--- src/isl_pkg.sv ---
// shared constants, types and codes of the indexed shift list
package isl_pkg;

    localparam int DEPTH      = 16;
    localparam int DATA_WIDTH = 32;
    localparam int IDX_W      = (DEPTH > 1) ? $clog2(DEPTH) : 1;
    localparam int CNT_W      = $clog2(DEPTH + 1);
    localparam int POS_W      = 5;
    localparam int VAL_W      = 32;
    localparam int CMP_W      = (CNT_W > POS_W) ? CNT_W : POS_W;

    typedef logic [DATA_WIDTH-1:0] t_word;

    typedef enum logic [2:0] {
        CMD_INSERT = 3'd0,
        CMD_ERASE  = 3'd1,
        CMD_RANGE  = 3'd2,
        CMD_READ   = 3'd3,
        CMD_CLEAR  = 3'd4
    } t_cmd;

    typedef enum logic [1:0] {
        STS_OK    = 2'd0,
        STS_BAD   = 2'd1,
        STS_FULL  = 2'd2,
        STS_EMPTY = 2'd3
    } t_status;

    typedef enum logic [1:0] {
        CELL_HOLD,
        CELL_INS,
        CELL_DEL
    } t_cell_op;

    typedef enum logic {
        ST_IDLE,
        ST_SHIFT
    } t_state;

    typedef struct packed {
        t_cell_op         op;
        logic [IDX_W-1:0] pos;
        t_word            word;
    } t_cell_ctl;

endpackage

--- src/isl_if.sv ---
// command and result channels of the indexed shift list
interface isl_cmd_if;
    logic                           valid;
    logic                           ready;
    logic [2:0]                     cmd;
    logic [isl_pkg::POS_W-1:0]      position;
    logic [isl_pkg::POS_W-1:0]      range_end;
    logic signed [isl_pkg::VAL_W-1:0] value;

    modport source (output valid, output cmd, output position, output range_end,
                    output value, input ready);
    modport sink   (input valid, input cmd, input position, input range_end,
                    input value, output ready);
endinterface

interface isl_res_if;
    logic                             valid;
    logic                             ready;
    logic signed [isl_pkg::VAL_W-1:0] read_value;
    logic [4:0]                       count;
    logic [1:0]                       status;

    modport source (output valid, output read_value, output count, output status,
                    input ready);
    modport sink   (input valid, input read_value, input count, input status,
                    output ready);
endinterface

--- src/isl_cell.sv ---
// one storage cell of the shift chain
module isl_cell (
    input  logic                      i_clk,
    input  logic [isl_pkg::IDX_W-1:0] i_index,
    input  isl_pkg::t_cell_ctl        i_ctl,
    input  isl_pkg::t_word            i_prev,
    input  isl_pkg::t_word            i_next,
    output isl_pkg::t_word            o_word
);

    isl_pkg::t_word r_word;
    isl_pkg::t_word n_word;

    always_comb begin
        n_word = r_word;
        case (i_ctl.op)
            isl_pkg::CELL_INS: begin
                if (i_index > i_ctl.pos) begin
                    n_word = i_prev;
                end else if (i_index == i_ctl.pos) begin
                    n_word = i_ctl.word;
                end
            end
            isl_pkg::CELL_DEL: begin
                if (i_index >= i_ctl.pos) begin
                    n_word = i_next;
                end
            end
            default: n_word = r_word;
        endcase
    end

    always_ff @(posedge i_clk) begin
        r_word <= n_word;
    end

    assign o_word = r_word;

endmodule

--- src/isl_ctrl.sv ---
// command checking, entry count, shift sequencing and result register
module isl_ctrl (
    input  logic               i_clk,
    input  logic               i_rst_n,
    isl_cmd_if.sink            i_cmd,
    isl_res_if.source          o_res,
    input  isl_pkg::t_word     i_read_word,
    output isl_pkg::t_cell_ctl o_cell_ctl
);

    isl_pkg::t_state r_state, n_state;
    logic [isl_pkg::CNT_W-1:0] r_count;
    logic [isl_pkg::POS_W-1:0] r_left;
    logic [isl_pkg::IDX_W-1:0] r_pos;

    logic                             r_out_valid;
    logic signed [isl_pkg::VAL_W-1:0] r_read_value;
    logic [4:0]                       r_out_count;
    isl_pkg::t_status                 r_status;

    logic                      accept;
    logic                      ready;
    logic [isl_pkg::CMP_W-1:0] pos_c, end_c, cnt_c;
    logic [isl_pkg::POS_W-1:0] gap;
    isl_pkg::t_status          chk_status;
    isl_pkg::t_cell_op         chk_op;
    logic [isl_pkg::CNT_W-1:0] chk_count;
    logic [isl_pkg::VAL_W-1:0] chk_read;
    logic                      chk_multi;

    assign accept = i_cmd.valid && ready;
    assign pos_c  = isl_pkg::CMP_W'(i_cmd.position);
    assign end_c  = isl_pkg::CMP_W'(i_cmd.range_end);
    assign cnt_c  = isl_pkg::CMP_W'(r_count);
    assign gap    = i_cmd.range_end - i_cmd.position;

    // command checks against the current entry count
    always_comb begin
        chk_status = isl_pkg::STS_OK;
        chk_op     = isl_pkg::CELL_HOLD;
        chk_count  = r_count;
        chk_read   = '0;
        chk_multi  = 1'b0;
        case (isl_pkg::t_cmd'(i_cmd.cmd))
            isl_pkg::CMD_INSERT: begin
                if (cnt_c >= isl_pkg::CMP_W'(isl_pkg::DEPTH)) begin
                    chk_status = isl_pkg::STS_FULL;
                end else if (pos_c > cnt_c) begin
                    chk_status = isl_pkg::STS_BAD;
                end else begin
                    chk_op    = isl_pkg::CELL_INS;
                    chk_count = r_count + 1'b1;
                end
            end
            isl_pkg::CMD_ERASE: begin
                if (r_count == '0) begin
                    chk_status = isl_pkg::STS_EMPTY;
                end else if (pos_c >= cnt_c) begin
                    chk_status = isl_pkg::STS_BAD;
                end else begin
                    chk_op    = isl_pkg::CELL_DEL;
                    chk_count = r_count - 1'b1;
                end
            end
            isl_pkg::CMD_RANGE: begin
                if (pos_c > end_c || end_c > cnt_c) begin
                    chk_status = isl_pkg::STS_BAD;
                end else if (gap != '0) begin
                    chk_op    = isl_pkg::CELL_DEL;
                    chk_count = isl_pkg::CNT_W'(cnt_c - isl_pkg::CMP_W'(gap));
                    chk_multi = (gap != isl_pkg::POS_W'(1));
                end
            end
            isl_pkg::CMD_READ: begin
                if (r_count == '0) begin
                    chk_status = isl_pkg::STS_EMPTY;
                end else if (pos_c >= cnt_c) begin
                    chk_status = isl_pkg::STS_BAD;
                end else begin
                    chk_read = isl_pkg::VAL_W'(i_read_word);
                end
            end
            isl_pkg::CMD_CLEAR: begin
                chk_count = '0;
            end
            default: chk_status = isl_pkg::STS_BAD;
        endcase
    end

    // next state
    always_comb begin
        n_state = r_state;
        unique case (r_state)
            isl_pkg::ST_IDLE:  if (accept && chk_multi) n_state = isl_pkg::ST_SHIFT;
            isl_pkg::ST_SHIFT: if (r_left == isl_pkg::POS_W'(1)) n_state = isl_pkg::ST_IDLE;
            default:           n_state = isl_pkg::ST_IDLE;
        endcase
    end

    // state outputs
    always_comb begin
        ready      = 1'b0;
        o_cell_ctl = '{op: isl_pkg::CELL_HOLD, pos: isl_pkg::IDX_W'(i_cmd.position),
                       word: isl_pkg::t_word'(unsigned'(i_cmd.value))};
        unique case (r_state)
            isl_pkg::ST_IDLE: begin
                ready = !r_out_valid || o_res.ready;
                if (accept) o_cell_ctl.op = chk_op;
            end
            isl_pkg::ST_SHIFT: begin
                o_cell_ctl.op  = isl_pkg::CELL_DEL;
                o_cell_ctl.pos = r_pos;
            end
            default: ready = 1'b0;
        endcase
    end

    always_ff @(posedge i_clk) begin
        if (!i_rst_n) begin
            r_state     <= isl_pkg::ST_IDLE;
            r_count     <= '0;
            r_out_valid <= 1'b0;
        end else begin
            r_state <= n_state;
            if (accept) begin
                r_count     <= chk_count;
                r_out_valid <= 1'b1;
            end else if (o_res.ready) begin
                r_out_valid <= 1'b0;
            end
        end
    end

    always_ff @(posedge i_clk) begin
        if (accept) begin
            r_pos        <= isl_pkg::IDX_W'(i_cmd.position);
            r_left       <= gap - 1'b1;
            r_read_value <= signed'(chk_read);
            r_out_count  <= 5'(chk_count);
            r_status     <= chk_status;
        end else if (r_state == isl_pkg::ST_SHIFT) begin
            r_left <= r_left - 1'b1;
        end
    end

    assign i_cmd.ready      = ready;
    assign o_res.valid      = r_out_valid;
    assign o_res.read_value = r_read_value;
    assign o_res.count      = r_out_count;
    assign o_res.status     = r_status;

    a_count_bound: assert property (@(posedge i_clk) disable iff (!i_rst_n)
        isl_pkg::CMP_W'(r_count) <= isl_pkg::CMP_W'(isl_pkg::DEPTH))
        else $error("entry count above depth");

    a_shift_blocks: assert property (@(posedge i_clk) disable iff (!i_rst_n)
        r_state == isl_pkg::ST_SHIFT |-> !i_cmd.ready && r_left != '0)
        else $error("command taken during range shift");

    a_insert_count: assert property (@(posedge i_clk) disable iff (!i_rst_n)
        accept && i_cmd.cmd == isl_pkg::CMD_INSERT && chk_status == isl_pkg::STS_OK
        |=> r_count == $past(r_count) + 1'b1)
        else $error("insert did not grow the list");

    a_result_count: assert property (@(posedge i_clk) disable iff (!i_rst_n)
        accept |=> o_res.valid && o_res.count == 5'(r_count))
        else $error("result count differs from entry count");

endmodule

--- src/indexed_shift_list.sv ---
// top level of the indexed shift list: command checker and chain of storage cells
// The list is a row of DEPTH cells, each holding one word; on every cycle each cell
// either keeps its word, takes its lower neighbor's word (insert, shifting later
// entries up), takes its upper neighbor's word (erase, shifting down), or loads the
// inserted word. Insert, erase one, read, clear and every rejected command leave the
// controller idle and are accepted one per clock while the output register is free.
// Erase range of n entries shifts the chain down one cell per cycle, n shifts in all
// (none if empty); its result is issued at once, and the next command is accepted
// after the n-th shift. Results sit in a single output register: a new command is
// taken only while that register is empty or its result beat leaves in the same
// cycle, so a stalled receiver stalls the command side. Status codes: ok, bad
// position or range (also unknown commands), list full on insert, list empty on
// erase one or read. Clear only zeroes the entry count; stored words stay.
module indexed_shift_list (
    input  logic      i_clk,
    input  logic      i_rst_n,
    isl_cmd_if.sink   i_cmd,
    isl_res_if.source o_res
);

    // cell words and the broadcast shift control
    isl_pkg::t_word     words [isl_pkg::DEPTH];
    isl_pkg::t_cell_ctl cell_ctl;
    isl_pkg::t_word     read_word;

    // read tap at the commanded position
    assign read_word = words[isl_pkg::IDX_W'(i_cmd.position)];

    isl_ctrl u_ctrl (
        .i_clk       (i_clk),
        .i_rst_n     (i_rst_n),
        .i_cmd       (i_cmd),
        .o_res       (o_res),
        .i_read_word (read_word),
        .o_cell_ctl  (cell_ctl)
    );

    // the chain: each cell sees both neighbors
    for (genvar gi = 0; gi < isl_pkg::DEPTH; gi++) begin : g_cell
        isl_pkg::t_word prev_word;
        isl_pkg::t_word next_word;

        // the bottom cell never takes from below
        if (gi == 0) begin : g_bottom
            assign prev_word = '0;
        end else begin : g_lower
            assign prev_word = words[gi-1];
        end

        // the top cell refills from itself, an unused slot after erase
        if (gi == isl_pkg::DEPTH - 1) begin : g_top
            assign next_word = words[gi];
        end else begin : g_upper
            assign next_word = words[gi+1];
        end

        isl_cell u_cell (
            .i_clk   (i_clk),
            .i_index (isl_pkg::IDX_W'(gi)),
            .i_ctl   (cell_ctl),
            .i_prev  (prev_word),
            .i_next  (next_word),
            .o_word  (words[gi])
        );
    end

endmodule

--- src/flat_wrapper.sv ---
// flat-port wrapper written by rule: the top's interface ports become plain ports
module indexed_shift_list_flat 
  (i_clk, i_rst_n, i_cmd_valid, i_cmd_cmd, i_cmd_position, i_cmd_range_end, i_cmd_value, i_cmd_ready, o_res_valid, o_res_read_value, o_res_count, o_res_status, o_res_ready);
  isl_cmd_if i_cmd_i ();
  isl_res_if o_res_i ();
  input  logic i_clk;
  input  logic i_rst_n;
  input wire logic [$bits(i_cmd_i.valid)-1:0] i_cmd_valid;
  input wire logic [$bits(i_cmd_i.cmd)-1:0] i_cmd_cmd;
  input wire logic [$bits(i_cmd_i.position)-1:0] i_cmd_position;
  input wire logic [$bits(i_cmd_i.range_end)-1:0] i_cmd_range_end;
  input wire logic [$bits(i_cmd_i.value)-1:0] i_cmd_value;
  output wire logic [$bits(i_cmd_i.ready)-1:0] i_cmd_ready;
  output wire logic [$bits(o_res_i.valid)-1:0] o_res_valid;
  output wire logic [$bits(o_res_i.read_value)-1:0] o_res_read_value;
  output wire logic [$bits(o_res_i.count)-1:0] o_res_count;
  output wire logic [$bits(o_res_i.status)-1:0] o_res_status;
  input wire logic [$bits(o_res_i.ready)-1:0] o_res_ready;
  assign i_cmd_i.valid = i_cmd_valid;
  assign i_cmd_i.cmd = i_cmd_cmd;
  assign i_cmd_i.position = i_cmd_position;
  assign i_cmd_i.range_end = i_cmd_range_end;
  assign i_cmd_i.value = i_cmd_value;
  assign i_cmd_ready = i_cmd_i.ready;
  assign o_res_valid = o_res_i.valid;
  assign o_res_read_value = o_res_i.read_value;
  assign o_res_count = o_res_i.count;
  assign o_res_status = o_res_i.status;
  assign o_res_i.ready = o_res_ready;
  indexed_shift_list u_core (.i_clk(i_clk), .i_rst_n(i_rst_n), .i_cmd(i_cmd_i), .o_res(o_res_i));
endmodule
--- config.mk ---
export PLATFORM = sky130hd
export DESIGN_NAME = indexed_shift_list_flat
export DESIGN_NICKNAME = d
export VERILOG_FILES = /design/src/isl_pkg.sv /design/src/isl_if.sv /design/src/isl_cell.sv /design/src/isl_ctrl.sv /design/src/indexed_shift_list.sv /design/src/flat_wrapper.sv
export SDC_FILE = /design/constraint.sdc
export NUM_CORES = 1
export LEC_CHECK = 0
export BUFFER_PORTS_ARGS = -buffer_cell sky130_fd_sc_hd__buf_2
export CAP_MARGIN = 20
export CORE_MARGIN = 5
export CORE_UTILIZATION = 25
export DETAILED_ROUTE_END_ITERATION = 8
export PLACE_DENSITY_LB_ADDON = 0.3
export SLEW_MARGIN = 10
export SYNTH_ARGS = -nofsm -noshare
export SYNTH_HDL_FRONTEND = slang
export SYNTH_SLANG_ARGS = --single-unit
--- constraint.sdc ---
create_clock -name i_clk -period 6.6 [get_ports i_clk]
set_input_delay 0.99 -clock i_clk [delete_from_list [all_inputs] [get_ports i_clk]]
set_output_delay 0.99 -clock i_clk [all_outputs]
set_load 0.01 [all_outputs]
==> results of run 1 <==
-- layer usage --
layer,routed length (microns),share of wire (%)
met1,47100,46
met4,1990,2.0
met2,47000,46
met3,5310,5.2
met5,38,0.037
-- placed cells by master, fill, tap and decap left out, types with 10 or more instances in the layout --
master	n
edfxtp_1	560
ha_1	26
o21ai_0	421
buf_4	41
mux2_2	65
inv_1	27
a21oi_1	12
clkinv_2	12
clkbuf_16	72
mux4_2	160
nand2_1	464
nor2b_1	37
clkbuf_1	21
o21ai_1	39
nor3_1	13
clkinv_1	10
mux2i_1	451
buf_12	14
buf_2	87
nor2_1	30
a21oi_4	15
-- cell families (layout without fill, tap and decap cells) --
logic type	after synthesis	count (layout)	share of synthesized area, %
AO/OA/AOI/OAI	534	534	8.75
multiplexers	679	679	27.1
adder cells (fa/ha/maj)	30	30	1.19
buffers and inverters	265	303	3.61
flip-flops	567	567	51.7
AND/OR/NAND/NOR	585	585	7.40
other	0	4	0
XOR/XNOR	9	9	0.240
-- cells in the mapped netlist, drive strengths merged (2+ instances only) --
cell	count
and3	3
o21ai	462
nand4	3
nor4	2
o31ai	2
o22ai	5
ha	28
fa	2
o221ai	3
a22oi	2
nand2b	6
o21a	4
a211o	3
a21oi	27
or2	6
or4	2
a211oi	4
a31o	2
a31oi	6
dfxtp	7
nor2	37
xor2	4
mux4	160
a21o	3
buf	90
nor3	14
xnor2	5
edfxtp	560
a221o	2
nand3	7
mux2	65
nand2	464
mux2i	454
nor2b	37
clkbuf	146
inv	28
-- power by group --
| group | switching, mW | leakage (nW) | total [mW] | internal, mW |
|---|---|---|---|---|
| sequential | 0.0628 | 5.16 | 4.16 | 4.10 |
| combinational | 0.626 | 6.52 | 1.05 | 0.427 |
| clock | 1.66 | 1.10 | 3.89 | 2.24 |
| total | 2.35 | 12.8 | 9.10 | 6.76 |
-- registers in the layout (all words and copies together), names as in the netlist --
signal,cells
u_core.u_ctrl.r_pos,4
u_core.u_ctrl.r_state,1
u_core.u_ctrl.o_res.count,5
u_core.u_ctrl.cnt_c,5
u_core.u_ctrl.o_res.read_value,32
u_core.u_ctrl.r_left,5
u_core.u_ctrl.o_res.valid,1
u_core.g_cell.u_cell.o_word,512
u_core.u_ctrl.o_res.status,2
-- final cells by class --
cell class                 count  area (sq um)  area share [%]
antenna                        4          10.0          0.0267
inverter                      29           111           0.297
tap                         1755          2200            5.85
timing repair buffer         145          1070            2.84
clock buffer                  93          1880            5.01
sequential                   567         17000            45.2
multi-input combinational   1837         14900            39.7
clock inverter                36           407            1.08
-- critical path, cell delays in order (launching register included) --
cell	delay [ps]
dfxtp_1	590
inv_1	260
ha_1	380
nand4_1	120
or2_2	310
a221oi_2	370
o31ai_1	130
buf_4	200
o22ai_1	230
a31o_2	230
ha_4	160
buf_12	570
buf_4	690
mux2_2	400
-- how the worst min path moves through the flow --
stage                                   start                        end  slack [ps]  cells past startpoint
finish              u_core.u_ctrl.o_res.valid  u_core.u_ctrl.o_res.valid         510                      2
global route        u_core.u_ctrl.o_res.valid  u_core.u_ctrl.o_res.valid         550                      2
CTS                 u_core.u_ctrl.o_res.valid  u_core.u_ctrl.o_res.valid         540                      2
detailed placement  u_core.u_ctrl.o_res.valid  u_core.u_ctrl.o_res.valid         530                      2
global placement    u_core.u_ctrl.o_res.valid  u_core.u_ctrl.o_res.valid         530                      2
floorplan           u_core.u_ctrl.o_res.valid  u_core.u_ctrl.o_res.valid         500                      2
-- per-stage QoR --
stage / instance area (sq um) / power, mW / util, % / hold WS, ps / std cells
2_1_floorplan: 32800 / 4.93 / - / 505 / 2669
3_3_place_gp: 35200 / 5.28 / 26.9 / 528 / 4332
3_5_place_dp: 35300 / 5.29 / 26.9 / 531 / 4333
4_1_cts: 37500 / 9.24 / 28.7 / 538 / 4462
5_1_grt: 37500 / 9.46 / 28.7 / 548 / 4462
6_report: 37600 / 9.10 / 28.7 / 514 / 4466
==> results.yml, run 1 <==
pwr:
  leakagePower_nw: 12.8
  vdd_ir_drop_max_mv: 0.153
  p_per_area_mw_per_mm2: 242
worst_setup_path:
  worstPathMaxFanout: 205
  arrival_ps: 5440
  startpoint: "u_core.u_ctrl.cnt_c[4]"
  crit_path_start_kind: "flip-flop"
  r2r_start: "u_core.u_ctrl.cnt_c[4]"
  end_kind: "flip-flop"
  critPathKind: "reg2reg"
  crit_end: "u_core.g_cell[0].u_cell.o_word[0]"
  reg2reg_to: "u_core.g_cell[0].u_cell.o_word[0]"
  r2r_slack_ps: 1540
  reg2reg_depth: 13
  worst-endpoint-required_ps: 6980
clocking:
  cts_tree: "built"
  clkTransAtPathRegs_ps: 60
  htreeDepth: 3
  clock_sinks: 567
  clkLatencyLatePin_ps: 650
  cts_hold_buf: 0
  numCtsBuffers: 72
  postCtsResizedCells: 0
  cts_max_path_buffers: 3
  cts_setup_buffers: 0
  clockRootBuffer: "clkbuf_16"
sta:
  min_period_ps: 5060
  timing.fmax_mhz: 198
  setup_viol: 0
  final-max-slew-violation-count: 0
  max-slew-margin-rel_pct: 27.3
  fin_worst_skew_ps: 28.4
  finalSetupTns_ps: 0
  hold_viol: 0
  fin_ws_ps: 1540
  rsz0062_at_grt: "no"
  worst_slew_pin_slew_ps: 1090
  fin_crit_sh_pct: 76.7
finish:
  fillCellCount: 13400
  nets: 2731
  drive_gt1_share_pct: 19.2
  area_growth_pct: 14.5
global_route:
  antenna_found_initial: 11
  grt_use_met3_pct: 2.07
  top_usage_layer: "met2"
  grt_pass1_vias: 21300
  use_met1_pct: 20.3
  gr-usage-all-layers_pct: 14.2
  grt_max_degree: 211
  use_met2_pct: 22.8
  grt_pass1_wl_microns: 148000
  grt_overflow: 0
synth:
  async_reset_ff_share_pct: 0
  yosysTopAreaCell: "edfxtp_1"
  synthesis.nets: 2748
  synth_top_area_share_pct: 51.3
  synth_area_per_cell_sq_um: 12.3
  ys_seq_elements: 567
  synth_ff_type: "edfxtp_1"
  synth_area_leaders: "edfxtp_1, mux2i_1, mux4_2"
  yosysUniqueCellTypes: 68
  synth_enable_flop_cells: 560
  yosysSeqAreaShare_pct: 51.7
  syn_area_sq_mm: 0.0328
  ys_warn_count: 0
  synth_cells: 2669
route:
  drt_iter0_markers: 2134
  drc: 0
  drtPass1Iterations: 5
  drt-total-wl_microns: 101000
  avgRoutedWirePerCell_microns: 22.7
  via_per_inst: 4.94
  vias: 22000
  detail-route-antenna-nets: 0
flow_run:
  cap_violations: 0
placed_design:
  place_congestion: 0.782
  dp_hpwl_microns: 58200
  io_buffers: 89
  dp_slack_ps: 1090
die:
  io_pins: 90
  die_w_microns: 372
  start_util_pct: 25.0
  rows: 133
  die_h_microns: 372
  dieArea_sq_mm: 0.139
  core_sq_mm: 0.131
hold_path:
  hold_class: "reg2reg"
status:
  status: "complete, no violations"
Note: power is estimated with default switching activity, not from simulation.
==> run 2: changes to the inputs <==
- clock period: 6.6 -> 5.1 ns (I/O delays scaled with it)
==> run 2 against run 1 <==
Critical path depth decreased by 1. Clock-buffer cell count decreased by 8. Hold slack got worse by 88 ps. Critical path type unchanged. Critical endpoint is now u_core.g_cell[0].u_cell.o_word[5]. Largest cell class unchanged.
==> results.yml, run 2 (same netlist as run 1, synthesis figures left out) <==
clocking:
  clkLatencyLatePin_ps: 630
  clockRootBuffer: "clkbuf_16"
  clock_sinks: 567
  postCtsResizedCells: 0
  cts_setup_buffers: 0
  cts_tree: "built"
  clkTransAtPathRegs_ps: 60
  cts_hold_buf: 0
  cts_max_path_buffers: 3
  htreeDepth: 3
  numCtsBuffers: 70
sta:
  max-slew-margin-rel_pct: 16.7
  hold_viol: 0
  worst_slew_pin_slew_ps: 1250
  timing.fmax_mhz: 231
  rsz0062_at_grt: "no"
  final-max-slew-violation-count: 0
  setup_viol: 0
  finalSetupTns_ps: 0
  fin_ws_ps: 765
  min_period_ps: 4330
  fin_worst_skew_ps: 29.1
  fin_crit_sh_pct: 85.0
route:
  detail-route-antenna-nets: 0
  drc: 0
  vias: 22100
  via_per_inst: 4.92
  avgRoutedWirePerCell_microns: 23.3
  drtPass1Iterations: 6
  drt_iter0_markers: 2303
  drt-total-wl_microns: 104000
worst_setup_path:
  crit_path_start_kind: "flip-flop"
  reg2reg_to: "u_core.g_cell[0].u_cell.o_word[5]"
  end_kind: "flip-flop"
  crit_top_cell: "buf_12"
  r2r_slack_ps: 770
  worst-endpoint-required_ps: 5490
  critPathKind: "reg2reg"
  crit_chain: "inv_1 > ha_1 > nand4_1 > or2_2 > a221oi_2 > o31ai_1 > o22ai_1 > a31o_2 > ha_4 > buf_12 > buf_12 > mux2_2"
  critPathSlowestCell: "dfxtp_1"
  cp_slowest_stage_delay_ps: 570
  arrival_ps: 4720
  r2r_start: "u_core.u_ctrl.cnt_c[4]"
  reg2reg_depth: 12
  worstPathMaxFanout: 155
status:
  status: "complete, no violations"
placed_design:
  io_buffers: 89
  place_congestion: 0.764
  dp_hpwl_microns: 62600
  dp_slack_ps: 506
hold_path:
  holdPathEnd: "u_core.u_ctrl.o_res.valid"
  hold_depth: 3
  min_from: "o_res_ready"
  hold_class: "in2reg"
global_route:
  gr-usage-all-layers_pct: 14.8
  grt_pass1_wl_microns: 153000
  antenna_found_initial: 12
  grt_pass1_vias: 21900
  grt_overflow: 0
  grt_max_degree: 199
flow_run:
  cap_violations: 0
finish:
  multiInputGateArea_sq_mm: 0.0149
  most-common-layout-cells: "edfxtp_1, nand2_1, mux2i_1"
  fillCellCount: 13400
  regArea_sq_mm: 0.0170
  drive_gt1_share_pct: 20.3
  area_growth_pct: 15.2
  largest_reg_flops: 512
  nets: 2759
  final_common_cell: "edfxtp_1"
die:
  die_w_microns: 372
  dieArea_sq_mm: 0.139
  rows: 133
  core_sq_mm: 0.131
  die_h_microns: 372
  io_pins: 90
  start_util_pct: 25.0
pwr:
  p_per_area_mw_per_mm2: 312
  p_total_mw: 11.8
  vdd_ir_drop_max_mv: 0.211
  leakagePower_nw: 12.9
## run 2: cell count changes in the layout (fill, tap and decap cells not counted), moves of 2 or more
cell       delta
clkinv_8      -2
clkbuf_1      -8
buf_12        +5
buf_4        +26
bufinv_16     +2
nor2_1        -2
clkinv_16     -2
## run 2: power by group
part           internal [mW]  switching, mW  leakage (nW)
sequential              5.30         0.0790          5.16
combinational          0.571          0.828          6.69
clock                   2.94           2.09          1.09
## run 2: worst max-delay path, delay by kind of cell (launching register included)
kind | cells | cell delay [ps]
simple gates | 2 | 420
compound gates | 4 | 1030
buf+inv | 3 | 880
mux | 1 | 400
fa+ha+maj | 2 | 650
flops | 1 | 570
## run 2: routing by layer
layer / up-vias / GRT usage [%] / wire, microns
li1: 10100 / - / -
met1: 11200 / 20.0 / 46400
met2: 652 / 24.9 / 50600
met3: 114 / 2.22 / 5410
met4: 4 / 3.63 / 2140
met5: - / 0 / 18
## run 2: final cells by class
type / instances / share of cell area (%)
antenna: 3 / 0.0199
sequential: 567 / 44.9
multi-input combinational: 1837 / 39.5
clock inverter: 38 / 1.03
clock buffer: 85 / 4.90
inverter: 29 / 0.295
tap: 1755 / 5.81
timing repair buffer: 175 / 3.57
## run 2: worst max path at each step
stage / cells after the start / end / slack, ps / from
floorplan: 18 / u_core.g_cell[0].u_cell.o_word[0] / 50 / i_cmd_position[1]
global placement: 13 / u_core.g_cell[2].u_cell.o_word[28] / 520 / i_cmd_range_end[0]
detailed placement: 13 / u_core.g_cell[0].u_cell.o_word[8] / 510 / i_cmd_range_end[0]
CTS: 12 / u_core.g_cell[0].u_cell.o_word[7] / 810 / u_core.u_ctrl.cnt_c[4]
global route: 12 / u_core.g_cell[0].u_cell.o_word[7] / 610 / u_core.u_ctrl.cnt_c[4]
finish: 12 / u_core.g_cell[0].u_cell.o_word[5] / 770 / u_core.u_ctrl.cnt_c[4]
## run 2: metrics by stage
stage / std cells / hold slack, ps / util [%] / cell area, sq um
finish: 4489 / 426 / 28.9 / 37800
global route: 4486 / 432 / 28.9 / 37800
CTS: 4486 / 390 / 28.9 / 37800
detailed placement: 4363 / 487 / 27.1 / 35600
global placement: 4363 / 489 / 27.1 / 35600
floorplan: 2669 / 505 / - / 33000
